## src/design/hsva_pkg.sv

```systemverilog
// ----------------------------------------------------------------------------
// hsva_pkg
// Shared types and constants of the hue / saturation / value adjust pipeline.
// ----------------------------------------------------------------------------
`default_nettype none

package hsva_pkg;

    localparam int COMPONENT_BITS_DEF = 16;

    // hue is held in sixths of a turn with 16 fraction bits
    localparam int HUE_FRAC_BITS = 16;
    localparam int Q_BITS        = HUE_FRAC_BITS + 1;
    localparam int DIV_STAGES    = HUE_FRAC_BITS;
    localparam int HUE_BITS      = 22;
    localparam int GAIN_BITS     = 16;
    localparam int ROUND_SHIFT   = 24;

    localparam logic [HUE_BITS-1:0] SECTOR_ONE = 22'd65536;
    localparam logic [HUE_BITS-1:0] FULL_TURN  = 22'd393216;
    localparam logic [15:0]         HUE_ZERO   = 16'd32768;

    localparam int APB_ADDR_BITS = 4;
    localparam int APB_DATA_BITS = 32;

    typedef enum logic [1:0]
    {
        REG_HUE_SHIFT  = 2'd0,
        REG_SAT_GAIN   = 2'd1,
        REG_VALUE_GAIN = 2'd2,
        REG_UNUSED     = 2'd3
    } reg_index_t;

    // which component is the maximum
    typedef enum logic [1:0]
    {
        MAX_RED   = 2'd0,
        MAX_GREEN = 2'd1,
        MAX_BLUE  = 2'd2
    } max_sel_t;

    typedef struct packed
    {
        max_sel_t sel;
        logic     neg;
        logic     grey;
    } hue_ctrl_t;

endpackage

`default_nettype wire

```

## src/design/hsva_front.sv

```systemverilog
// ----------------------------------------------------------------------------
// hsva_front
// Max / min search, chroma and value products, first quotient bit of hue.
// ----------------------------------------------------------------------------
`default_nettype none

module hsva_front #(
    parameter int COMPONENT_BITS = 16
) (
    input  wire logic                          clk,
    input  wire logic                          rst_n,
    input  wire logic                          in_valid,
    output logic                               in_ready,
    input  wire logic [COMPONENT_BITS-1:0]     red,
    input  wire logic [COMPONENT_BITS-1:0]     green,
    input  wire logic [COMPONENT_BITS-1:0]     blue,
    input  wire logic [15:0]                   sat_gain,
    input  wire logic [15:0]                   val_gain,
    output logic                               out_valid,
    input  wire logic                          out_ready,
    output logic [COMPONENT_BITS-1:0]          d_out,
    output logic [COMPONENT_BITS-1:0]          rem_out,
    output logic [hsva_pkg::Q_BITS-1:0]        q_out,
    output hsva_pkg::hue_ctrl_t                ctrl_out,
    output logic [COMPONENT_BITS+31:0]         c_out,
    output logic [COMPONENT_BITS+15:0]         v_out
);
    import hsva_pkg::*;

    localparam int CB = COMPONENT_BITS;
    localparam int DW = CB + 16;
    localparam int CW = CB + 32;

    logic [CB-1:0] mx, mn, diff_a, diff_b;
    max_sel_t      sel;

    logic          v1_reg, v2_reg;
    logic          en1, en2;
    logic [CB-1:0] d1_reg, dabs1_reg;
    hue_ctrl_t     ctrl1_reg;
    logic [DW-1:0] ds1_reg;
    logic [DW-1:0] v1p_reg;

    logic [CB-1:0] d2_reg, rem2_reg;
    logic          q2_reg;
    hue_ctrl_t     ctrl2_reg;
    logic [CW-1:0] c2_reg;
    logic [DW-1:0] v2p_reg;

    logic          q_first;

    assign en2      = !v2_reg || out_ready;
    assign en1      = !v1_reg || en2;
    assign in_ready = en1;

    always_comb
    begin
        mx = (red > green) ? red : green;
        if (blue > mx)
            mx = blue;
        mn = (red < green) ? red : green;
        if (blue < mn)
            mn = blue;
        if (mx == red)
        begin
            sel    = MAX_RED;
            diff_a = green;
            diff_b = blue;
        end
        else if (mx == green)
        begin
            sel    = MAX_GREEN;
            diff_a = blue;
            diff_b = red;
        end
        else
        begin
            sel    = MAX_BLUE;
            diff_a = red;
            diff_b = green;
        end
    end

    assign q_first = (dabs1_reg >= d1_reg);

    always_ff @(posedge clk or negedge rst_n)
    begin
        if (!rst_n)
        begin
            v1_reg <= 1'b0;
            v2_reg <= 1'b0;
        end
        else
        begin
            if (en1)
                v1_reg <= in_valid;
            if (en2)
                v2_reg <= v1_reg;
        end
    end

    always_ff @(posedge clk)
    begin
        if (en1 && in_valid)
        begin
            d1_reg         <= mx - mn;
            dabs1_reg      <= (diff_a >= diff_b) ? diff_a - diff_b : diff_b - diff_a;
            ctrl1_reg.sel  <= sel;
            ctrl1_reg.neg  <= (diff_a < diff_b);
            ctrl1_reg.grey <= (mx == mn);
            ds1_reg        <= DW'(mx - mn) * DW'(sat_gain);
            v1p_reg        <= DW'(mx) * DW'(val_gain);
        end
        if (en2 && v1_reg)
        begin
            d2_reg    <= d1_reg;
            q2_reg    <= q_first;
            rem2_reg  <= q_first ? dabs1_reg - d1_reg : dabs1_reg;
            ctrl2_reg <= ctrl1_reg;
            c2_reg    <= CW'(ds1_reg) * CW'(val_gain);
            v2p_reg   <= v1p_reg;
        end
    end

    assign out_valid = v2_reg;
    assign d_out     = d2_reg;
    assign rem_out   = rem2_reg;
    assign q_out     = {{(Q_BITS-1){1'b0}}, q2_reg};
    assign ctrl_out  = ctrl2_reg;
    assign c_out     = c2_reg;
    assign v_out     = v2p_reg;

endmodule

`default_nettype wire

```

## config.mk

```make
export PLATFORM = sky130hd
export DESIGN_NAME = hsva_front
export DESIGN_NICKNAME = d
export VERILOG_FILES = /design/src/design/hsva_pkg.sv /design/src/design/hsva_front.sv
export SDC_FILE = /design/constraint.sdc
export NUM_CORES = 2
export LEC_CHECK = 0
export BUFFER_PORTS_ARGS = -buffer_cell sky130_fd_sc_hd__clkbuf_2
export CAP_MARGIN = 10
export CORE_MARGIN = 8
export CORE_UTILIZATION = 50
export CTS_BUF_LIST = sky130_fd_sc_hd__clkbuf_8
export DETAILED_ROUTE_END_ITERATION = 8
export GPL_TIMING_DRIVEN = 0
export HOLD_SLACK_MARGIN = 0.15
export PLACE_DENSITY_LB_ADDON = 0.3
export SYNTH_ARGS = -nofsm -noshare
export SYNTH_HDL_FRONTEND = slang
export SYNTH_SLANG_ARGS = --single-unit
```

## constraint.sdc

```tcl
create_clock -name clk -period 6.27 [get_ports clk]
set_input_delay 0.3135 -clock clk [delete_from_list [all_inputs] [get_ports clk]]
set_output_delay 0.3135 -clock clk [all_outputs]
set_load 0.01 [all_outputs]
```

==> results.md <==
Outcome:
- The flow ran to the end, but the final reports show violations.
- The final reports fail on setup timing.

Detailed routing:
- The total routed wirelength is approximately 140000 um.
- The number of remaining DRC errors is 0.
- The via total after detailed routing is 38043.
- Dividing the detail-routed wire length by the instance count gives 21.0 um.
- The remaining number of nets flagged by the antenna check after routing is 0.
- The detailed router finished its first iteration with 3308 violations.
- In the routed layout, each cell is associated on average with a via count of 5.55.
- The first TritonRoute pass finished after 5 iterations.

Timing:
- Of the available clock period, the critical path in the final layout requires 178%.
- Clock skew on the completed layout was measured at 0.0786 ns.
- The shortest period the worst path allows is 11.14 ns.
- Setup violations remaining at the end of the flow were counted as 94.
- The worst slack on hold paths is 0.325 ns.
- The maximum clock rate is 89.8 MHz.
- The number of hold violations in the final report came to 0.
- The final setup slack of the worst path is -4.87 ns.
- The actual slew at the worst max-slew pin is 1.20 ns.
- The count of final max-slew check failures is 0.
- Measured against its own limit, the worst slew margin works out to 19.8%.
- Setup repair after global routing could not meet its margin everywhere.

Yosys:
- Of the synthesized area, sequential elements account for 13.9%.
- The number of distinct library cells after synthesis is 78.
- The synthesized netlist devotes 48.4% of its cell area to adder and majority cells.
- The simple-gate area share of the yosys netlist is between 10% and 20%.
- The synthesized netlist devotes approximately 7.3% of its cell area to compound gates.
- The mean post-synth cell area is 9.27 um2.
- The number of synthesized register bits is 219.
- Among all flip-flop cells after synthesis, the most frequent one is edfxtp_1.
- Yosys mapped a number of flops with a built-in enable equal to around 220.
- The share of async-settable or async-resettable flops after synthesis is less than 1%.
- The main combinational cell family by area after synthesis is adder cells.
- The post-synthesis share of cell area spent on xor and xnor gates is between 3 and 4%.
- The Yosys step of the flow raised 0 warnings.
- The post-synthesis instance area is 47100 um2.
- The count of mapped cells out of synthesis is 5081.
- The portion of netlist area occupied by mux cells is under 10%.

Floorplanning:
- The die covers between 100000 and 150000 um2.
- In this run the count of I/O pins placed on the die edge is 219.
- The die is between 300 and 400 um wide.
- The floorplan step set the die height to 323 um.
- In this run the core area contains 112 standard-cell rows.
- The effective utilization at floorplan is around 50%.
- The core region is between 90000 and 100000 um2.

Layout:
- The net total in the final layout is 6943.
- Relative to the synthesized area, the layout overhead comes to 19.0%.
- The top cell types in the final layout, fill and taps aside, are inv_1, fa_1, nand2_1.
- The most frequent standard cell in the layout excluding fill and tap cells is inv_1.
- Leaving out filler cells and counting taps, the final layout contains just under 7000.
- The register with the most flip-flops in the layout has 48 of them.
- The fraction of layout cells with a size suffix above 1 is 17.4%.

Setup path:
- Along the worst path, the maximum fanout reaches 5.
- The kind of start point of the critical path is an input pin.
- The delay of the slowest cell on the worst path is 0.62 ns.
- The slowest cell on the critical path is fa_2.
- The required arrival time at the worst endpoint is 6.68 ns.
- The type of the worst setup path is in -> reg.
- The arrival time at the worst endpoint is 11.55 ns.
- The most common cell type on the critical path is fa_1.
- The kind of capture point of the worst setup path is a flop.

Worst hold path:
- The path category of the worst min-delay check is in -> reg.

Placed design:
- The total instance count after detailed placement is approximately 6500.
- The global placer's final weighted congestion is 0.960.
- Input and output buffers added on the ports amount to around 180.
- Summed over all nets, the half-perimeter wirelength after detailed placement is 111000 um.
- The worst setup slack before clock tree synthesis is -7.38 ns.

Global routing:
- The first global-routing pass estimated 222000 um of wire.
- The maximum number of pins on one net before global-route repair is slightly above 60.
- The global router's overall resource usage is 27.5%.
- The number of global-route vias before repair is 40048.
- The initial antenna violation count was 11.
- Summed over all layers, the global routing overflow is 0.

Clock network:
- The CTS tree is yes.
- After clock tree synthesis, the clock-pin slew on the worst setup and hold paths is 0.05 ns.
- Clock tree synthesis selected as its root buffer the cell clkbuf_8.
- The maximum clock insertion buffer count is 3.
- Clock tree synthesis inserted a total of between 40 and 50 buffers.
- The clock sink count is 219.
- Clock latency on the worst-skew pair, taken at its later pin, is 0.73 ns.
- In this run the number of H-tree levels came out at 2.

Job:
- Across the run, the number of max-cap violations was 0.
==> critical path, delay by kind of cell <==
kind	cells	cell delay, ns
fa+ha+maj	11	4.24
compound gates	13	2.73
simple gates	14	2.69
buf+inv	13	1.42
xor+xnor	1	0.14
==> routing by layer <==
layer / routed length (um) / part of all wire, % / track usage, %
met1: 55200 / 38 / 34.7
met2: 66800 / 46 / 45.1
met3: 13800 / 9.6 / 5.85
met4: 8090 / 5.6 / 12.9
met5: 0 / 0 / 0
==> synthesized netlist by cell type, types with 5 or more instances <==
master	count	area share, %
nand4_1	25	0.33
edfxtp_1	217	14
or2_2	10	0.13
mux2_2	15	0.36
nor2b_1	44	0.58
inv_1	1031	8.2
nor3_1	50	0.53
maj3_1	5	0.11
o21bai_1	13	0.21
xnor2_1	136	2.5
xor2_1	38	0.71
nand2_1	783	6.2
nor2_1	121	0.96
ha_1	416	11
and2_1	380	5.0
buf_1	7	0.056
a21boi_0	21	0.33
nand2b_1	21	0.28
a221oi_1	7	0.13
a2111oi_0	7	0.13
a31oi_1	30	0.40
a211o_1	5	0.093
buf_4	23	0.37
clkbuf_1	178	1.4
and4_1	5	0.093
or3_1	9	0.12
o211ai_1	7	0.11
and3_1	20	0.27
o21ai_1	17	0.18
a21oi_1	151	1.6
o31ai_1	8	0.13
o21ai_0	112	1.2
o21a_1	37	0.59
a21o_1	75	1.2
fa_1	877	37
buf_2	15	0.16
nand3_1	47	0.50
mux2i_1	43	0.91
a211oi_1	5	0.080
==> cell type report <==
cell class | instances | area (um2)
Antenna cell | 7 | 17.5
Buffer | 221 | 1470
Clock buffer | 44 | 606
Clock inverter | 35 | 248
Fill cell | 7876 | 37300
Inverter | 1031 | 3920
Multi-Input combinational cell | 3622 | 38100
Sequential cell | 219 | 6570
Tap cell | 1254 | 1570
Timing Repair Buffer | 427 | 3510
==> repair_timing <==
action | CTS | global route
gates cloned | 4 | 2
endpoints found under the setup margin | 120 | 103
endpoints found under the hold margin | 6 | 0
pin swaps | 120 | 151
resized for setup | 411 | 252
buffers inserted | 150 | 85
hold buffers | 6 | 0
==> cells by family after synthesis <==
| kind of cell | after synthesis |
|---|---|
| compound gates | 538 |
| xor+xnor | 176 |
| fa+ha+maj | 1298 |
| buf+inv | 1255 |
| flops | 219 |
| mux | 59 |
| other cells | 1 |
| simple gates | 1535 |
==> final timing paths <==
path	start	to	slack, ns	depth (start not counted)
setup / recovery	green[12]	ds1_reg[28]	-4.87	52
hold / removal	val_gain[0]	c_out[0]	0.32	2
setup reg to reg	ds1_reg[23]	c_out[47]	-1.00	24
hold reg to reg	v1p_reg[14]	v_out[14]	0.42	0
max in group asynchronous	rst_n	v1_reg	5.65	3
min in group asynchronous	rst_n	out_valid	0.50	3
==> through the flow <==
stage	util, %	setup TNS, ns	instance area (um2)
2_1_floorplan	-	-177.50	48000
3_3_place_gp	54.1	-425.27	50400
3_5_place_dp	54.2	-419.11	50600
4_1_cts	58.5	-183.37	54600
5_1_grt	60.0	-241.51	56000
6_report	60.0	-221.56	56000
Power is not shown: default switching activity piles up to over one toggle a cycle in this logic, so the estimate is an artifact.
