### config.mk
export PLATFORM = sky130hd
export DESIGN_NAME = hsva_back
export DESIGN_NICKNAME = d
export VERILOG_FILES = /design/src/design/hsva_pkg.sv /design/src/design/hsva_back.sv
export SDC_FILE = /design/constraint.sdc
export NUM_CORES = 2
export LEC_CHECK = 0
export ABC_AREA = 1
export ABC_CLOCK_PERIOD_IN_PS = 6800
export BUFFER_PORTS_ARGS = -buffer_cell sky130_fd_sc_hd__buf_4
export CAP_MARGIN = 20
export CORE_MARGIN = 3
export CORE_UTILIZATION = 25
export DETAILED_ROUTE_END_ITERATION = 8
export MAX_ROUTING_LAYER = met4
export PLACE_DENSITY = 0.45
export SYNTH_ARGS = -nofsm -noshare
export SYNTH_HDL_FRONTEND = slang
export SYNTH_SLANG_ARGS = --single-unit
### constraint.sdc
create_clock -name clk -period 6.8 [get_ports clk]
set_clock_uncertainty 0.05 [all_clocks]
set_input_delay 1.36 -clock clk [delete_from_list [all_inputs] [get_ports clk]]
set_output_delay 1.36 -clock clk [all_outputs]
set_load 0.005 [all_outputs]
### src/design/hsva_pkg.sv
// ----------------------------------------------------------------------------
// hsva_pkg
// Shared types and constants of the hue / saturation / value adjust pipeline.
// ----------------------------------------------------------------------------
`default_nettype none

package hsva_pkg;

    localparam int COMPONENT_BITS_DEF = 16;

    // hue is held in sixths of a turn with 16 fraction bits
    localparam int HUE_FRAC_BITS = 16;
    localparam int Q_BITS        = HUE_FRAC_BITS + 1;
    localparam int DIV_STAGES    = HUE_FRAC_BITS;
    localparam int HUE_BITS      = 22;
    localparam int GAIN_BITS     = 16;
    localparam int ROUND_SHIFT   = 24;

    localparam logic [HUE_BITS-1:0] SECTOR_ONE = 22'd65536;
    localparam logic [HUE_BITS-1:0] FULL_TURN  = 22'd393216;
    localparam logic [15:0]         HUE_ZERO   = 16'd32768;

    localparam int APB_ADDR_BITS = 4;
    localparam int APB_DATA_BITS = 32;

    typedef enum logic [1:0]
    {
        REG_HUE_SHIFT  = 2'd0,
        REG_SAT_GAIN   = 2'd1,
        REG_VALUE_GAIN = 2'd2,
        REG_UNUSED     = 2'd3
    } reg_index_t;

    // which component is the maximum
    typedef enum logic [1:0]
    {
        MAX_RED   = 2'd0,
        MAX_GREEN = 2'd1,
        MAX_BLUE  = 2'd2
    } max_sel_t;

    typedef struct packed
    {
        max_sel_t sel;
        logic     neg;
        logic     grey;
    } hue_ctrl_t;

endpackage

`default_nettype wire

### src/design/hsva_back.sv
// ----------------------------------------------------------------------------
// hsva_back
// Hue rotation and wrap, sector weight, chroma split and RGB rebuild.
// ----------------------------------------------------------------------------
`default_nettype none

module hsva_back #(
    parameter int COMPONENT_BITS = 16
) (
    input  wire logic                        clk,
    input  wire logic                        rst_n,
    input  wire logic                        in_valid,
    output logic                             in_ready,
    input  wire logic [hsva_pkg::Q_BITS-1:0] q_in,
    input  wire hsva_pkg::hue_ctrl_t         ctrl_in,
    input  wire logic [COMPONENT_BITS+31:0]  c_in,
    input  wire logic [COMPONENT_BITS+15:0]  v_in,
    input  wire logic [15:0]                 hue_shift,
    output logic                             out_valid,
    input  wire logic                        out_ready,
    output logic [COMPONENT_BITS-1:0]        red,
    output logic [COMPONENT_BITS-1:0]        green,
    output logic [COMPONENT_BITS-1:0]        blue,
    output logic                             clip
);
    import hsva_pkg::*;

    localparam int CB = COMPONENT_BITS;
    localparam int CW = CB + 32;
    localparam int VW = CB + 16;
    localparam int XW = CB + 16 + Q_BITS;
    localparam int RW = CW - ROUND_SHIFT;

    logic v1_reg, v2_reg, v3_reg, v4_reg;
    logic en1, en2, en3, en4;

    // stage 1: hue
    logic signed [HUE_BITS-1:0] qs, h0, shift_s, shift6, h1, h2;
    logic [Q_BITS-1:0]          w;
    logic [2:0]                 sector;

    logic [2:0]        sec1_reg;
    logic [Q_BITS-1:0] w1_reg;
    logic [CW-1:0]     c1_reg;
    logic [VW-1:0]     v1p_reg;

    // stage 2: chroma times weight
    logic [2:0]        sec2_reg;
    logic [XW-1:0]     xa2_reg;
    logic [Q_BITS-1:0] xb2_reg;
    logic [CW-1:0]     c2_reg;
    logic [VW-1:0]     v2p_reg;
    logic [16+Q_BITS-1:0] xb_full;

    // stage 3: per channel drop below value
    logic [CW-1:0] x3, cmx3;
    logic [CW-1:0] drop3 [3];
    logic [CW-1:0] drop3_reg [3];
    logic [VW-1:0] v3p_reg;

    // stage 4: rounding and clamp
    logic [CW-1:0] vfull;
    logic [CW-1:0] val4 [3];
    logic [RW-1:0] rnd4 [3];
    logic [CB-1:0] res4 [3];
    logic [2:0]    clip4;
    logic [CB-1:0] res4_reg [3];
    logic          clip4_reg;

    assign en4      = !v4_reg || out_ready;
    assign en3      = !v3_reg || en4;
    assign en2      = !v2_reg || en3;
    assign en1      = !v1_reg || en2;
    assign in_ready = en1;

    always_comb
    begin
        qs = HUE_BITS'($signed({1'b0, q_in}));
        h0 = '0;
        if (!ctrl_in.grey)
        begin
            case (ctrl_in.sel)
                MAX_RED:   h0 = ctrl_in.neg ? $signed(FULL_TURN) - qs : qs;
                MAX_GREEN: h0 = ctrl_in.neg ? $signed(HUE_BITS'(2 * SECTOR_ONE)) - qs
                                            : $signed(HUE_BITS'(2 * SECTOR_ONE)) + qs;
                MAX_BLUE:  h0 = ctrl_in.neg ? $signed(HUE_BITS'(4 * SECTOR_ONE)) - qs
                                            : $signed(HUE_BITS'(4 * SECTOR_ONE)) + qs;
                default:   h0 = '0;
            endcase
        end
        shift_s = $signed({{(HUE_BITS-16){1'b0}}, hue_shift})
                - $signed({{(HUE_BITS-16){1'b0}}, HUE_ZERO});
        shift6  = (shift_s <<< 2) + (shift_s <<< 1);
        h1      = h0 + shift6;
        h2      = h1;
        if (h1 < 0)
            h2 = h1 + $signed(FULL_TURN);
        else if (h1 >= $signed(FULL_TURN))
            h2 = h1 - $signed(FULL_TURN);
        sector = h2[18:16];
        w      = sector[0] ? Q_BITS'(SECTOR_ONE) - {1'b0, h2[15:0]} : {1'b0, h2[15:0]};
    end

    assign xb_full = {{Q_BITS{1'b0}}, c1_reg[15:0]} * {16'd0, w1_reg};

    always_comb
    begin
        x3   = CW'(xa2_reg) + CW'(xb2_reg);
        cmx3 = c2_reg - x3;
        case (sec2_reg)
            3'd0:
            begin
                drop3[0] = '0;     drop3[1] = cmx3;   drop3[2] = c2_reg;
            end
            3'd1:
            begin
                drop3[0] = cmx3;   drop3[1] = '0;     drop3[2] = c2_reg;
            end
            3'd2:
            begin
                drop3[0] = c2_reg; drop3[1] = '0;     drop3[2] = cmx3;
            end
            3'd3:
            begin
                drop3[0] = c2_reg; drop3[1] = cmx3;   drop3[2] = '0;
            end
            3'd4:
            begin
                drop3[0] = cmx3;   drop3[1] = c2_reg; drop3[2] = '0;
            end
            default:
            begin
                drop3[0] = '0;     drop3[1] = c2_reg; drop3[2] = cmx3;
            end
        endcase
    end

    assign vfull = {{(CW-VW-12){1'b0}}, v3p_reg, 12'd0};

    always_comb
    begin
        for (int i = 0; i < 3; i++)
        begin
            val4[i] = vfull - drop3_reg[i];
            rnd4[i] = RW'((val4[i] + (CW'(1) << (ROUND_SHIFT - 1))) >> ROUND_SHIFT);
            if (drop3_reg[i] > vfull)
            begin
                res4[i]  = '0;
                clip4[i] = 1'b1;
            end
            else if (rnd4[i] > RW'({CB{1'b1}}))
            begin
                res4[i]  = '1;
                clip4[i] = 1'b1;
            end
            else
            begin
                res4[i]  = rnd4[i][CB-1:0];
                clip4[i] = 1'b0;
            end
        end
    end

    always_ff @(posedge clk or negedge rst_n)
    begin
        if (!rst_n)
        begin
            v1_reg <= 1'b0;
            v2_reg <= 1'b0;
            v3_reg <= 1'b0;
            v4_reg <= 1'b0;
        end
        else
        begin
            if (en1)
                v1_reg <= in_valid;
            if (en2)
                v2_reg <= v1_reg;
            if (en3)
                v3_reg <= v2_reg;
            if (en4)
                v4_reg <= v3_reg;
        end
    end

    always_ff @(posedge clk)
    begin
        if (en1 && in_valid)
        begin
            sec1_reg <= sector;
            w1_reg   <= w;
            c1_reg   <= c_in;
            v1p_reg  <= v_in;
        end
        if (en2 && v1_reg)
        begin
            sec2_reg <= sec1_reg;
            xa2_reg  <= XW'(c1_reg[CW-1:16]) * XW'(w1_reg);
            xb2_reg  <= xb_full[16+Q_BITS-1:16];
            c2_reg   <= c1_reg;
            v2p_reg  <= v1p_reg;
        end
        if (en3 && v2_reg)
        begin
            drop3_reg <= drop3;
            v3p_reg   <= v2p_reg;
        end
        if (en4 && v3_reg)
        begin
            res4_reg  <= res4;
            clip4_reg <= |clip4;
        end
    end

    assign out_valid = v4_reg;
    assign red       = res4_reg[0];
    assign green     = res4_reg[1];
    assign blue      = res4_reg[2];
    assign clip      = clip4_reg;

endmodule

`default_nettype wire

==> reports/results.tsv <==
stage	metric	value	unit
finish	fillers	27178	
floorplan	Rows	182	
floorplan	Initial Utilization	25.3	%
finish	Area Growth Syn to Fin	12.7	%
finish	max reg flops	144	
route	drt initial violations	3207	
grt	GRT Resource Usage Total	17.8	%
logic_synthesis	synthesized cell area	0.0625	mm2
sta	Final Max Tran Viols	0	
floorplan	number of I/O pins	172	
logic_synthesis	mean cell area of the mapped netlist	7.76	um2
finish	register cell area after layout	0.0143	mm2
job	maxcap violations	0	
clock_tree	hold buffer count at CTS	0	
grt	number of global-route vias before repair	54110	
sta	Final Critical Period	6440	ps
hold_path	worst hold-check path type	reg2reg	
logic_synthesis	post-synthesis sequential area ratio	22.9	%
finish	layout cell share with drive strength beyond 1	6.00	%
route	per-cell routed wire length	19.3	um
route	post-route ant nets	0	
floorplan	die width	506	um
route	router iterations before antenna repair	6	
logic_synthesis	Seq cells post-synth	477	
sta	Tightest Pin Transition	1000	ps
logic_synthesis	Yosys cell types	61	
clock_tree	clock insertion delay at the later pin of the skew report	710	ps
critical_path	Max FO, Critical Path	11	
finish	area used by multi-input combinational logic	0.0396	mm2
sta	RSZ-0062 raised after global routing	no	
sta	Final setup viols	0	
clock_tree	cts bufs inserted	61	
logic_synthesis	Post-synth top flop	edfxtp_1	
place	Placer Congestion	0.981	
route	Total Wirelength	223000	um
sta	final worst path period share	94.8	%
clock_tree	H-tree Lvls	2	
grt	initial antenna violation count	4	
critical_path	CP required	7170	ps
grt	gr ovfl total	0	
logic_synthesis	Post-synth EDFFs	473	
grt	first-pass GRT wire length	338000	um
place	PortBufs	171	
critical_path	crit end category	flop	
logic_synthesis	Synth top area share	22.7	%
critical_path	Worst setup SP type	flop	
clock_tree	clk buf depth	3	
logic_synthesis	synth top area cells	edfxtp_1, fa_1, nand2_1	
critical_path	CP arrival	6820	ps
logic_synthesis	Cells after Synth	8050	
critical_path	critical path class	reg2reg	
logic_synthesis	Synth Warn #	0	
logic_synthesis	Async SR Flop Fraction	0.839	%
route	via density per instance	4.42	
route	drt drc	0	
route	via count	51106	
clock_tree	CTS Root Cell	clkbuf_16	
floorplan	Die Area	0.256	mm2
sta	Fin. Hold Viols	0	
clock_tree	Worst-path clk slew	60	ps
logic_synthesis	Post-Syn Nets	9468	
sta	maximum clock frequency	155	MHz
floorplan	Die Height	506	um
sta	Slew HR	32.5	%
outcome	status	completed	
clock_tree	CTS tree	built	
place	detailed placement HPWL	189000	um
floorplan	Core ar.	0.247	mm2
finish	number of nets in the layout	9629	
logic_synthesis	dominant cell type by area after synthesis	edfxtp_1	
clock_tree	clk sink count	477	
grt	largest net degree at the start of global routing	117	
sta	final setup TNS	0	ps
-- synth_stat cells (all sizes together), types with 2 or more instances --
cell type,count
nand2,2075
inv,2049
fa,688
ha,609
nor2,490
edfxtp,473
nand3,365
a21oi,320
o21ai,273
clkbuf,178
xor2,88
nand4,61
xnor2,58
nor3,56
o22ai,43
buf,42
o21bai,30
a31oi,28
a21o,20
o211ai,17
or2,15
nor4,12
nand3b,10
o21a,8
and3,6
a21boi,4
dfrtp,4
a211oi,3
a22o,3
o211a,3
a211o,2
a22oi,2
and2,2
nand2b,2
nor3b,2
o32ai,2
-- what timing repair did --
item                                    CTS  global route
buffers inserted                          0             6
resized for setup                         0             1
endpoints found under the setup margin    0             3
endpoints found under the hold margin     0             0
-- final timing paths --
path                                           start                     to  slack [ps]  cells after the start
worst min register to register  v2p_reg[5]$_DFFE_PP_   v3p_reg[5]$_DFFE_PP_         370                      0
worst max-delay path            c1_reg[20]$_DFFE_PP_  xa2_reg[32]$_DFFE_PP_         360                     25
worst max register to register  c1_reg[20]$_DFFE_PP_  xa2_reg[32]$_DFFE_PP_         360                     25
worst min-delay path            v2p_reg[5]$_DFFE_PP_   v3p_reg[5]$_DFFE_PP_         370                      0
max in group asynchronous                      rst_n     v2_reg$_DFFE_PN0P_        6200                      1
min in group asynchronous                      rst_n  out_valid$_DFFE_PN0P_         400                      1
-- logic make-up after synthesis --
| logic type | after synthesis | synth area share (%) |
|---|---|---|
| compound gates | 763 | 6.74 |
| buf+inv | 2270 | 13.8 |
| flops | 477 | 22.9 |
| fa+ha+maj | 1297 | 34.3 |
| xor+xnor | 146 | 2.06 |
| simple gates | 3097 | 20.3 |
-- cells in the final DEF, fill, tap and decap left out, types with 43 or more instances in the layout --
| master | count |
|---|---|
| nor3_1 | 48 |
| nand3_1 | 351 |
| nor2_1 | 469 |
| nand4_1 | 61 |
| xor2_1 | 87 |
| buf_4 | 299 |
| inv_1 | 2044 |
| o22ai_1 | 43 |
| clkbuf_16 | 61 |
| xnor2_1 | 58 |
| fa_1 | 688 |
| nand2_1 | 2064 |
| ha_1 | 609 |
| a21oi_1 | 318 |
| edfxtp_1 | 473 |
| o21ai_0 | 265 |
-- stage by stage --
| step | util [%] | area [um2] | setup slack (ps) | instances | hold slack, ps |
|---|---|---|---|---|---|
| global route | 28.5 | 70400 | 20.3 | 11573 | 339 |
| detailed placement | 27.6 | 68300 | 252 | 11454 | 355 |
| finish | 28.5 | 70400 | 356 | 11575 | 367 |
| CTS | 28.4 | 70300 | 179 | 11567 | 315 |
| floorplan | - | 62500 | 273 | 8050 | 350 |
| global placement | 27.6 | 68300 | 167 | 11454 | 355 |
-- critical path, stage by stage, from the launching register on --
cell      delay, ps
edfxtp_1        790
buf_4           300
nand2_1          60
inv_1            80
fa_1            430
fa_1            490
ha_1            200
fa_1            490
inv_1            60
fa_1            480
fa_1            490
inv_1            40
ha_1            340
nand2_1         150
inv_1            80
nand2_1          50
nand2_1          90
nand2_1          50
nand2_1          90
inv_1            50
nor2_1          250
nor2_1          210
o21bai_1        360
nand3_1         250
nand3_1         130
nand2_1         120
-- cell type report --
type,count,share of cell area (%)
repair buffers,318,3.73
clock inverters,47,0.661
diodes,2,0.00711
multi-input cells,5303,56.2
clock buffers,66,2.20
flip-flops and latches,477,20.3
well taps,3312,5.89
inverters,2050,10.9
-- per-layer routing --
metal | up-vias | routed length (um) | global-route usage, %
li1 | 24848 | - | -
met1 | 24998 | 100000 | 22.4
met2 | 1029 | 110000 | 30.7
met3 | 231 | 7360 | 1.52
met4 | 0 | 6200 | 4.37
met5 | - | 0 | -
Power is left out: the tool's default activity adds up to more than one toggle a clock period on the data nets, which glitch-free logic cannot reach.
