--- src/design/hsva_pkg.sv ---
// ----------------------------------------------------------------------------
// hsva_pkg
// Shared types and constants of the hue / saturation / value adjust pipeline.
// ----------------------------------------------------------------------------
`default_nettype none

package hsva_pkg;

    localparam int COMPONENT_BITS_DEF = 16;

    // hue is held in sixths of a turn with 16 fraction bits
    localparam int HUE_FRAC_BITS = 16;
    localparam int Q_BITS        = HUE_FRAC_BITS + 1;
    localparam int DIV_STAGES    = HUE_FRAC_BITS;
    localparam int HUE_BITS      = 22;
    localparam int GAIN_BITS     = 16;
    localparam int ROUND_SHIFT   = 24;

    localparam logic [HUE_BITS-1:0] SECTOR_ONE = 22'd65536;
    localparam logic [HUE_BITS-1:0] FULL_TURN  = 22'd393216;
    localparam logic [15:0]         HUE_ZERO   = 16'd32768;

    localparam int APB_ADDR_BITS = 4;
    localparam int APB_DATA_BITS = 32;

    typedef enum logic [1:0]
    {
        REG_HUE_SHIFT  = 2'd0,
        REG_SAT_GAIN   = 2'd1,
        REG_VALUE_GAIN = 2'd2,
        REG_UNUSED     = 2'd3
    } reg_index_t;

    // which component is the maximum
    typedef enum logic [1:0]
    {
        MAX_RED   = 2'd0,
        MAX_GREEN = 2'd1,
        MAX_BLUE  = 2'd2
    } max_sel_t;

    typedef struct packed
    {
        max_sel_t sel;
        logic     neg;
        logic     grey;
    } hue_ctrl_t;

endpackage

`default_nettype wire

--- src/design/hsva_div_stage.sv ---
// ----------------------------------------------------------------------------
// hsva_div_stage
// One restoring-division step of the hue quotient, payload carried along.
// ----------------------------------------------------------------------------
`default_nettype none

module hsva_div_stage #(
    parameter int COMPONENT_BITS = 16,
    parameter int PAYLOAD_BITS   = 1
) (
    input  wire logic                      clk,
    input  wire logic                      rst_n,
    input  wire logic                      in_valid,
    output logic                           in_ready,
    input  wire logic [COMPONENT_BITS-1:0] d_in,
    input  wire logic [COMPONENT_BITS-1:0] rem_in,
    input  wire logic [hsva_pkg::Q_BITS-1:0] q_in,
    input  wire logic [PAYLOAD_BITS-1:0]   pay_in,
    output logic                           out_valid,
    input  wire logic                      out_ready,
    output logic [COMPONENT_BITS-1:0]      d_out,
    output logic [COMPONENT_BITS-1:0]      rem_out,
    output logic [hsva_pkg::Q_BITS-1:0]    q_out,
    output logic [PAYLOAD_BITS-1:0]        pay_out
);
    import hsva_pkg::*;

    localparam int CB = COMPONENT_BITS;

    logic [CB:0]              rem2, rem_sub;
    logic                     qbit;
    logic                     v_reg, en;
    logic [CB-1:0]            d_reg, rem_reg;
    logic [Q_BITS-1:0]        q_reg;
    logic [PAYLOAD_BITS-1:0]  pay_reg;

    assign rem2     = {rem_in, 1'b0};
    assign qbit     = (rem2 >= {1'b0, d_in});
    assign rem_sub  = rem2 - {1'b0, d_in};
    assign en       = !v_reg || out_ready;
    assign in_ready = en;

    always_ff @(posedge clk or negedge rst_n)
    begin
        if (!rst_n)
            v_reg <= 1'b0;
        else if (en)
            v_reg <= in_valid;
    end

    always_ff @(posedge clk)
    begin
        if (en && in_valid)
        begin
            d_reg   <= d_in;
            // remainder stays below d, so the top bit drops out
            rem_reg <= qbit ? rem_sub[CB-1:0] : rem2[CB-1:0];
            q_reg   <= {q_in[Q_BITS-2:0], qbit};
            pay_reg <= pay_in;
        end
    end

    assign out_valid = v_reg;
    assign d_out     = d_reg;
    assign rem_out   = rem_reg;
    assign q_out     = q_reg;
    assign pay_out   = pay_reg;

endmodule

`default_nettype wire

--- config.mk ---
export PLATFORM = sky130hd
export DESIGN_NAME = hsva_div_stage
export DESIGN_NICKNAME = d
export VERILOG_FILES = /design/src/design/hsva_pkg.sv /design/src/design/hsva_div_stage.sv
export SDC_FILE = /design/constraint.sdc
export NUM_CORES = 1
export LEC_CHECK = 0
export ABC_AREA = 1
export BUFFER_PORTS_ARGS = -buffer_cell sky130_fd_sc_hd__buf_2
export CORE_UTILIZATION = 40
export DETAILED_ROUTE_END_ITERATION = 8
export PLACE_DENSITY = 0.64
export SYNTH_ARGS = -nofsm -noshare
export SYNTH_HDL_FRONTEND = slang
export SYNTH_SLANG_ARGS = --single-unit
--- constraint.sdc ---
create_clock -name clk -period 8.2 [get_ports clk]
set_input_delay 0 -clock clk [delete_from_list [all_inputs] [get_ports clk]]
set_output_delay 0 -clock clk [all_outputs]
set_load 0.005 [all_outputs]
==> results of run 1 <==
## synth_stat cells, drive strengths merged
master / instances / area share [%]
nor3: 2 / 0.52
nor2: 15 / 2.5
a21oi: 11 / 1.9
nand3: 18 / 3.5
fa: 1 / 0.70
buf: 3 / 0.96
nand3b: 3 / 0.78
nand2: 120 / 17
or2: 1 / 0.22
xnor2: 2 / 0.61
o21ai: 1 / 0.17
dfrtp: 1 / 0.87
nand4: 5 / 1.1
edfxtp: 50 / 52
inv: 58 / 7.7
and2: 4 / 0.87
xor2: 5 / 1.5
ha: 16 / 7.0
## report_power, final
part	leakage, nW	switching, mW	total (mW)	internal (mW)
Sequential	0.487	0.00420	0.315	0.311
Clock	0.0474	0.0851	0.154	0.0690
Combinational	1.52	0.0849	0.155	0.0703
## through the flow
step | worst slack, ps | hold WS, ps | total power, mW
floorplan | 4856 | -295.6 | 0.4072
global placement | 6265 | -225.0 | 0.4555
detailed placement | 6255 | -224.5 | 0.4579
CTS | 6040 | 105.8 | 0.6344
global route | 5885 | 121.2 | 0.6613
finish | 6103 | 108.1 | 0.6240
## final cells by class
type | count | area, sq um
timing repair buffer | 156 | 1039
inverter | 58 | 220.2
clock inverter | 2 | 16.27
sequential | 51 | 1526
fill | 632 | 2755
multi-input combinational | 204 | 1110
clock buffer | 6 | 82.58
tap | 96 | 120.1
## layer usage
metal,global-route usage [%],routed length (microns),vias to the layer above
met5,0,0,-
met2,34.42,3302,82
met4,4.545,65,0
met3,3.905,457,8
met1,22.86,2998,1154
li1,-,-,1328
## layout by cell type (no fill, tap or decap), drive strengths merged
cell type,synthesis,layout
nand3,18,18
or2,1,1
xor2,5,5
nand4,5,5
clkinvlp,0,1
nor2,15,15
fa,1,1
clkbuf,0,6
xnor2,2,2
ha,16,16
edfxtp,50,50
inv,58,58
nand3b,3,3
o21ai,1,1
nor3,2,2
dfrtp,1,1
dlygate4sd3,0,51
clkinv,0,1
a21oi,11,11
and2,4,4
nand2,120,120
buf,3,105
## worst max-delay path, cell delays in order
cell and delay, ps:
dlygate4sd3_1 520, buf_2 100, inv_1 40, ha_1 390, nand2_1 140, nor2_2 160
nand2_1 100, nor3_2 130, nor2_2 70, nand2_4 210, inv_4 160, nand2_1 90
nand2_1 60
## cell families after synthesis
logic type,after synthesis
AND/OR/NAND/NOR,168
buffers and inverters,61
flip-flops,51
XOR/XNOR,7
AO/OA/AOI/OAI,12
adder cells (fa/ha/maj),17
## flip-flops by register name, summed over array words and instances, names as in the netlist
register   cells
d_out         16
pay_out        1
q_out         17
rem_out       16
out_valid      1
## how the worst min path moves through the flow
stage	to	slack [ps]	cells after the start
after floorplan	out_valid$_DFFE_PN0N_	-300	0
after global placement	out_valid$_DFFE_PN0N_	-230	1
after detailed placement	out_valid$_DFFE_PN0N_	-220	1
after CTS	rem_out[1]$_DFFE_PP_	110	3
after global routing	rem_out[1]$_DFFE_PP_	120	3
final	rem_out[1]$_DFFE_PP_	110	3
==> results by group, run 1 <==
Global routing
  • Initial antenna violation count: 0
  • Total track usage: 18.92%
  • Residual overflow from global routing: 0
  • Largest net degree at the start of global routing: 51
  • Global-route wire length before repair: 10,920 microns
  • Number of global-route vias before repair: 2,362

Layout
  • Share of cells above drive strength 1: 28.51%
  • Final layout net count: 547
  • Summed area of non-filler cells in the final layout: 4114 sq um
  • Antenna Diode Count: 0
  • Area growth syn-to-layout: 43.21%
  • Final core utilization: 59.89%
  • Post-route insts no fill: 573

Floorplan
  • Vertical extent of the die: 86.75 microns
  • Die area: 7525 sq um
  • Core box area: 6869 sq um
  • Site Rows: 30
  • Number of placed I/O pins: 106
  • Initial core utilization: 41.82%
  • Overall die width: 86.75 microns

STA
  • Setup Skew: 9.028 ps
  • Setup TNS: 0 ps
  • Final clock period utilization by the worst path: 25.57%
  • Hold Vio Cnt, Final: 0
  • Minimum clock period: 2097 ps
  • Max-slew headroom: 57.37%
  • Number of failing setup endpoints in the final timing report: 0
  • Pins Over Slew Limit: 0
  • Maximum achievable frequency: 0.4770 GHz
  • Setup repair after global routing missed its margin: false
  • Pin slew with the least headroom to its limit: 639.5 ps

Critical path
  • Required arrival time at the worst endpoint: 8270 ps
  • Worst setup path end: rem_out[15]$_DFFE_PP_
  • Beginning of the critical path: d_in[9]
  • Reg2reg start: out_valid$_DFFE_PN0N_
  • Worst setup EP type: flop
  • Worst EP arrival: 2170 ps
  • FF-to-FF path depth: 2
  • CP Launch Type: input pin
  • Destination of the worst register-to-register timing path: rem_out[5]$_DFFE_PP_
  • Maximum fanout encountered on the critical timing path: 18
  • Worst Path Class, Setup: input pin to flop
  • Worst reg2reg setup slack: 6680 ps

Detailed routing
  • Post-DR wirelength/cell: 11.91 microns
  • Routed wire length: 6824 microns
  • Initial drt markers: 74
  • Drt first pass iters: 4
  • Residual DRC: 0
  • Average vias per placed instance: 4.489
  • Vias after detailed routing: 2,572
  • Antenna Nets Post-Route: 0

Clock network
  • CTS clk-pin slew, worst paths: 100 ps
  • Clock network latency to the later pin of the worst-skew pair: 310 ps
  • Maximum level of the CTS H-tree: 2
  • Cell chosen for the clock root: clkbuf_8
  • Count of clock tree sinks: 51
  • Number of buffers added for setup after CTS: 0
  • TritonCTS clock tree: yes
  • Number of CTS-inserted buffers: 5
  • Buffer levels on the longest clock path: 2
  • Hold buffer count at CTS: 51
  • Post_cts resized: 0

Place
  • Number of I/O port buffers: 104
  • Cell Count Post-Placement: 514
  • Gp weighted congestion: 0.8671
  • Post-place instance area: 3505 sq um
  • Final HPWL DP: 4875 microns

Min path
  • Class of the tightest hold or removal check: input pin to flop
  • Hold_sp: rem_in[0]

Power
  • P_leak: 2.051 nW
  • Areal power density over the cells: 151.7 nW/um^2
  • Peak ir drop on the vdd network: 0.07520 mV

Outcome
  • Result of the run: completed

Synth
  • Total of flip-flops plus latches after synthesis: 51
  • Basic-gate share of the synthesized area counting and, or, nand and nor cells: 26.35%
  • Avg Synthesized Cell Area: 9.091 sq um
  • Synth warnings: 0
  • Fraction of synthesized area in multiplexers: 0%
  • Fraction of synthesized cell area in xor and xnor cells: 2.134%
  • Post-Syn Instances: 316
  • Synthesized-area fraction occupied by adder cells: 7.666%
  • Main combinational cell family by area after synthesis: simple AND/OR/NAND/NOR gates
  • Unique masters post-synth: 25
  • Sequential share of the synthesized area: 53.14%
  • Area of the mapped netlist: 2873 sq um
  • Fraction of the mapped netlist area in compound gates: 2.091%
  • Total nets after synthesis: 387

Run
  • Number of maximum-capacitance violations: 0
(Power assumes the default switching activity.)
==> inputs of run 2 (changes only) <==
- clock period: 8.2 -> 2.1 ns (I/O delays scaled with it)
==> run 2 against run 1 <==
  * Sequential power grew to 3.9 times the previous value
  * Wire length is 5.2% higher
  * Critical path type unchanged
  * Clock power rose to 3.8 times the previous value
  * Register-to-register slack worse by 5800 ps
==> results by group, run 2 (synthesized netlist as in run 1, its figures left out) <==
Floorplan
  • Die area: 7525 sq um (unchanged)
  • Number of placed I/O pins: 106 (unchanged)
  • Initial core utilization: 41.82% (unchanged)
  • Site Rows: 30 (unchanged)
  • Overall die width: 86.75 microns (unchanged)
  • Vertical extent of the die: 86.75 microns (unchanged)
  • Core box area: 6869 sq um (unchanged)

Place
  • Gp weighted congestion: 0.9031 (+4.2%)
  • Number of I/O port buffers: 104 (unchanged)
  • Final HPWL DP: 4874 microns (about the same)

Min path
  • Hold_sp: rem_in[0]
  • Class of the tightest hold or removal check: input pin to flop

Detailed routing
  • Routed wire length: 7176 microns (+5.2%)
  • Residual DRC: 0 (unchanged)
  • Drt first pass iters: 4 (unchanged)
  • Average vias per placed instance: 4.515 (+0.58%)
  • Post-DR wirelength/cell: 12.48 microns (+4.8%)
  • Vias after detailed routing: 2,596 (+0.93%)
  • Antenna Nets Post-Route: 0 (unchanged)
  • Initial drt markers: 102 (+38%)

Critical path
  • Worst EP arrival: 2030 ps (-140 ps)
  • Worst Path Class, Setup: input pin to flop
  • Maximum fanout encountered on the critical timing path: 7 (-11)
  • Beginning of the critical path: d_in[6]
  • Reg2reg start: out_valid$_DFFE_PN0N_
  • CP Launch Type: input pin
  • Required arrival time at the worst endpoint: 2170 ps (-6100 ps)
  • Worst setup EP type: flop

STA
  • Maximum achievable frequency: 0.5100 GHz
  • Max-slew headroom: 81.92% (+25 points)
  • Setup TNS: 0 ps (unchanged)
  • Final clock period utilization by the worst path: 93.36%
  • Minimum clock period: 1961 ps
  • Hold Vio Cnt, Final: 0 (unchanged)
  • Setup repair after global routing missed its margin: false
  • Setup Skew: 8.967 ps (-0.06084 ps)
  • Pins Over Slew Limit: 0 (unchanged)
  • Number of failing setup endpoints in the final timing report: 0 (unchanged)
  • Pin slew with the least headroom to its limit: 271.2 ps (-368.3 ps)

Layout
  • Final layout net count: 549 (+0.37%)
  • Sequential standard cell area: 1526 sq um (unchanged)
  • Final core utilization: 61.13% (+1.2 points)
  • Combined area of the multi-input logic cells: 1162 sq um (+4.7%)
  • Area growth syn-to-layout: 46.17%
  • Share of cells above drive strength 1: 30.27% (+1.8 points)
  • Filler instances: 614 (-2.8%)
  • Antenna Diode Count: 0 (unchanged)
  • Leading cell types in the layout, fill and taps excluded: nand2_1, buf_2, inv_1
  • Most common library cell in the layout ignoring fill and taps: nand2_1
  • Number of flip-flops under the largest register name: 17 (unchanged)

Power
  • Part of the power in the clock network: 23.8% (-0.9 points)
  • Switching fraction of total power: 29.08% (+1.2 points)
  • P_leak: 2.061 nW (+0.46%)
  • Overall power: 2.457 mW (+290%)
  • Switch Pwr: 0.7146 mW (+310%)
  • Areal power density over the cells: 585.2 nW/um^2 (+290%)
  • Internal Power: 1.743 mW (+290%)
  • Combinational power share: 26.2% (+1.3 points)
  • Share of total power in sequential cells: 50.0% (-0.4 points)
  • Peak ir drop on the vdd network: 0.3193 mV (+320%)

Clock network
  • Cell chosen for the clock root: clkbuf_8
  • TritonCTS clock tree: yes
  • Count of clock tree sinks: 51 (unchanged)
  • Buffer levels on the longest clock path: 2 (unchanged)
  • Number of CTS-inserted buffers: 5 (unchanged)
  • Clock network latency to the later pin of the worst-skew pair: 310 ps (about the same)
  • CTS clk-pin slew, worst paths: 100 ps (about the same)
  • Maximum level of the CTS H-tree: 2 (unchanged)

Global routing
  • Initial antenna violation count: 0 (unchanged)
  • Global-route wire length before repair: 10,940 microns (+0.26%)
  • Total track usage: 19.03% (+0.10 points)
  • Number of global-route vias before repair: 2,436 (+3.1%)
  • Residual overflow from global routing: 0 (unchanged)
  • Largest net degree at the start of global routing: 51 (unchanged)

Run
  • Number of maximum-capacitance violations: 0 (unchanged)

Outcome
  • Result of the run: completed
-- run 2: changes by cell type in the layout (fill, tap and decap cells not counted), sizes merged --
cell    change
buf         +2
clkbuf      -1
clkinv      +1
-- run 2: cell type report --
cell class / count / share of cell area [%]
Multi-Input combinational cell: 204 / 27.68
Clock inverter: 3 / 0.4768
Inverter: 58 / 5.304
Timing Repair Buffer: 158 / 25.69
Sequential cell: 51 / 36.35
Tap cell: 96 / 2.861
Clock buffer: 5 / 1.639
-- run 2: per-stage QoR --
| stage | hold WS, ps | setup WS [ps] | instance area (sq um) | cells |
|---|---|---|---|---|
| 2_1_floorplan | -295.6 | 389.7 | 2884 | 316 |
| 3_3_place_gp | -225.3 | 246.5 | 3525 | 515 |
| 3_5_place_dp | -221.3 | 228.0 | 3525 | 515 |
| 4_1_cts | 96.17 | 29.73 | 4124 | 574 |
| 5_1_grt | 155.1 | 5.094 | 4199 | 575 |
| 6_report | 93.08 | 139.4 | 4199 | 575 |
-- run 2: power by group through the flow --
| stage | sequential [mW] | clock [mW] | combinational, mW |
|---|---|---|---|
| after floorplan | 1.27 | 0 | 0.324 |
| after global routing | 1.24 | 0.623 | 0.723 |
| final | 1.23 | 0.585 | 0.644 |
| after detailed placement | 1.25 | 0 | 0.546 |
| after CTS | 1.23 | 0.597 | 0.621 |
| after global placement | 1.25 | 0 | 0.538 |
-- run 2: per-layer routing --
metal  part of all wire (%)  track usage [%]  vias up  wire, microns
met5                      0                0        -              0
met4                    1.8            6.061        0            129
met3                    5.8            3.524       11            415
met2                     49            34.27       91           3506
met1                     44            22.92     1163           3126
li1                       -                -     1331              -
-- run 2: final timing paths --
| check | end | slack [ps] | cells past startpoint |
|---|---|---|---|
| worst max-delay path | rem_out[7]$_DFFE_PP_ | 140 | 15 |
| max in group asynchronous | out_valid$_DFFE_PN0N_ | 1460 | 3 |
| min in group asynchronous | out_valid$_DFFE_PN0N_ | 530 | 3 |
| worst min-delay path | rem_out[1]$_DFFE_PP_ | 90 | 3 |
| worst max register to register | out_valid$_DFFE_PN0N_ | 840 | 3 |
| worst min register to register | q_out[12]$_DFFE_PP_ | 900 | 2 |
-- run 2: what timing repair did --
item / CTS / global route
gates resized for setup: 0 / 10
buffers inserted: 0 / 1
hold buffers: 51 / 0
endpoints found under the setup margin: 0 / 15
endpoints found under the hold margin: 49 / 0
-- run 2: worst max-delay path, cell delays in order --
cell and delay [ps]:
dlygate4sd3_1 520, buf_2 110, inv_1 40, ha_1 350
nand2_1 90, nand2_1 90, nand2_1 70, nand2_1 70
inv_1 90, nand3_2 90, nand2_2 80, nand2_4 110
buf_4 190, nand2_1 60, nand2_1 50
==> inputs of run 3 (changes only) <==
- REMOVE_ABC_BUFFERS: not set -> 1
==> run 3 against run 2 <==
  * Combinational power rose by 7.8%
  * Wire length grew 7.7%
  * Cell count grew 1.0%
  * Clock power increased by 18%
  * Power is 6.5% higher
  * Core utilization rose by 2.6 points
  * Critical path type unchanged
  * Highest routed layer unchanged
  * First-iteration DRC count down 28%
==> results by group, run 3 (synthesized netlist as in run 1, its figures left out) <==
Global routing
  • Initial antenna violation count: 0 (unchanged)
  • Total track usage: 20.05% (+1.0 points)
  • Residual overflow from global routing: 0 (unchanged)
  • Number of global-route vias before repair: 2,480 (+1.8%)
  • Global-route wire length before repair: 11,540 microns (+5.4%)
  • Largest net degree at the start of global routing: 51 (unchanged)

Critical path
  • FF-to-FF path depth: 3 (unchanged)
  • CP Launch Type: input pin
  • Worst-path cell chain: dlygate4sd3_1, buf_2, inv_1, ha_2, nand2_1, nor2_2, nand2_2, nor3_4, nor2_4, nand2_8, clkinv_8, buf_12, nand2_2, nand2_1
  • Top cell family by delay on the critical path: buffers and inverters
  • Worst EP arrival: 2120 ps (+90 ps)
  • Worst setup path end: rem_out[5]$_DFFE_PP_
  • Largest stage delay, worst path: 530 ps (about the same)
  • CP max-delay cell: dlygate4sd3_1
  • Worst setup EP type: flop
  • Maximum fanout encountered on the critical timing path: 9 (+2)
  • Number of buffers and inverters on the critical path: 5 (unchanged)
  • Required arrival time at the worst endpoint: 2170 ps (about the same)
  • Depth of the critical timing path with buffers and inverters included: 14 (-1)
  • Destination of the worst register-to-register timing path: out_valid$_DFFE_PN0N_
  • Beginning of the critical path: d_in[11]
  • Worst Path Class, Setup: input pin to flop
  • Reg2reg start: out_valid$_DFFE_PN0N_
  • Worst reg2reg setup slack: 830 ps (about the same)

Place
  • Worst setup timing slack at the placement stage: 204.3 ps (-23.72 ps)
  • Gp weighted congestion: 0.7611 (-16%)
  • Number of I/O port buffers: 104 (unchanged)
  • Final HPWL DP: 4914 microns (+0.82%)

Power
  • Overall power: 2.617 mW (+6.5%)
  • Peak ir drop on the vdd network: 0.3979 mV (+25%)
  • Areal power density over the cells: 598.3 nW/um^2 (+2.2%)
  • P_leak: 2.127 nW (+3.2%)

STA
  • Setup Skew: 7.710 ps (-1.257 ps)
  • Final clock period utilization by the worst path: 97.61% (+4.2 points)
  • Maximum achievable frequency: 0.4879 GHz (-4.3%)
  • Setup ws final: 50.29 ps (-89.07 ps)
  • Max-slew headroom: 81.65% (-0.27 points)
  • Minimum clock period: 2050 ps (+89.07 ps)
  • Hold Vio Cnt, Final: 0 (unchanged)
  • Pin slew with the least headroom to its limit: 275.2 ps (+4.042 ps)
  • Number of failing setup endpoints in the final timing report: 0 (unchanged)
  • Pins Over Slew Limit: 0 (unchanged)

Layout
  • Leading cell types in the layout, fill and taps excluded: nand2_1, buf_2, inv_1
  • Number of flip-flops under the largest register name: 17 (unchanged)
  • Final layout net count: 555 (+1.1%)
  • Antenna Diode Count: 0 (unchanged)
  • Area growth syn-to-layout: 52.26%
  • Share of cells above drive strength 1: 33.40% (+3.1 points)

Detailed routing
  • Detail Route met3 WL: 384 microns (-7.5%)
  • Average vias per placed instance: 4.561 (+1.0%)
  • Vias after detailed routing: 2,650 (+2.1%)
  • Routed metal-1 wire length: 3362 microns (+7.5%)
  • Residual DRC: 0 (unchanged)
  • Uppermost layer routed: met4
  • Routed wire length: 7732 microns (+7.7%)
  • Post-DR wirelength/cell: 13.31 microns (+6.6%)
  • Drt first pass iters: 6 (+2)
  • Met2 wire length: 3910 microns (+12%)
  • Antenna Nets Post-Route: 0 (unchanged)
  • Initial drt markers: 73 (-28%)

Floorplan
  • Vertical extent of the die: 86.75 microns (unchanged)
  • Core box area: 6869 sq um (unchanged)
  • Initial core utilization: 41.82% (unchanged)
  • Site Rows: 30 (unchanged)
  • Overall die width: 86.75 microns (unchanged)
  • Die area: 7525 sq um (unchanged)
  • Number of placed I/O pins: 106 (unchanged)

Clock network
  • Buffer levels on the longest clock path: 2 (unchanged)
  • Number of CTS-inserted buffers: 5 (unchanged)
  • Maximum level of the CTS H-tree: 2 (unchanged)
  • Clock network latency to the later pin of the worst-skew pair: 300 ps (about the same)
  • CTS clk-pin slew, worst paths: 90 ps (about the same)
  • TritonCTS clock tree: yes
  • Cell chosen for the clock root: clkbuf_8
  • Count of clock tree sinks: 51 (unchanged)

Outcome
  • Result of the run: completed

Run
  • Number of maximum-capacitance violations: 0 (unchanged)

Min path
  • Class of the tightest hold or removal check: input pin to flop
==> run 3: cell types whose count changed in the layout (fill, tap and decap cells not counted), moves of 2 or more <==
cell | previous run | this run
ha_1 | 10 | 4
nand2_1 | 107 | 104
nor3_2 | 2 | 0
nor2_4 | 0 | 2
buf_4 | 1 | 7
ha_4 | 3 | 8
nand2_2 | 12 | 14
==> run 3: per-layer routing <==
layer,global-route usage [%],up-vias
li1,-,1342
met1,24.45,1212
met3,3.429,8
met4,4.697,0
met2,36.80,88
met5,0,-
==> run 3: metrics by stage <==
stage / area (sq um) / TNS [ps] / std cells / util (%) / hold slack (ps)
floorplan: 2845 / -62190 / 313 / - / -295.6
global placement: 3517 / 0 / 514 / 51.20 / -225.5
detailed placement: 3517 / 0 / 514 / 51.20 / -222.4
CTS: 4128 / 0 / 572 / 60.09 / 3.136
global route: 4374 / -115.7 / 581 / 63.68 / 19.86
finish: 4374 / 0 / 581 / 63.68 / 14.63
==> run 3: where the power goes <==
part           switching [mW]  internal, mW
Clock                   0.337         0.356
Combinational           0.369         0.325
Sequential             0.0176          1.21
Total                   0.724          1.89
==> run 3: worst register-to-register path, delay by kind of cell, from the launching register on <==
kind                   cells  cell delay [ps]
buffers and inverters      1              560
flip-flops                 1              440
AND/OR/NAND/NOR            2              170
==> run 3: worst min-delay path by stage <==
stage / end / start / cells past startpoint
after floorplan: out_valid$_DFFE_PN0N_ / rst_n / 0
after global placement: out_valid$_DFFE_PN0N_ / rst_n / 1
after detailed placement: out_valid$_DFFE_PN0N_ / rst_n / 1
after CTS: rem_out[3]$_DFFE_PP_ / rem_in[2] / 3
after global routing: rem_out[3]$_DFFE_PP_ / rem_in[2] / 3
final: rem_out[3]$_DFFE_PP_ / rem_in[2] / 3
==> run 3: timing repair <==
item | CTS | global route
endpoints found under the hold margin | 48 | 0
setup endpoints to repair | 0 | 16
gates resized for setup | 0 | 33
hold buffers | 50 | 0
setup buffers | 0 | 8
==> run 3: cell type report <==
type                       count  area, sq um
inverter                      58        230.2
fill                         593         2495
tap                           96        120.1
clock buffer                   6        72.57
multi-input combinational    205         1274
sequential                    51         1526
timing repair buffer         163         1114
clock inverter                 2        37.54
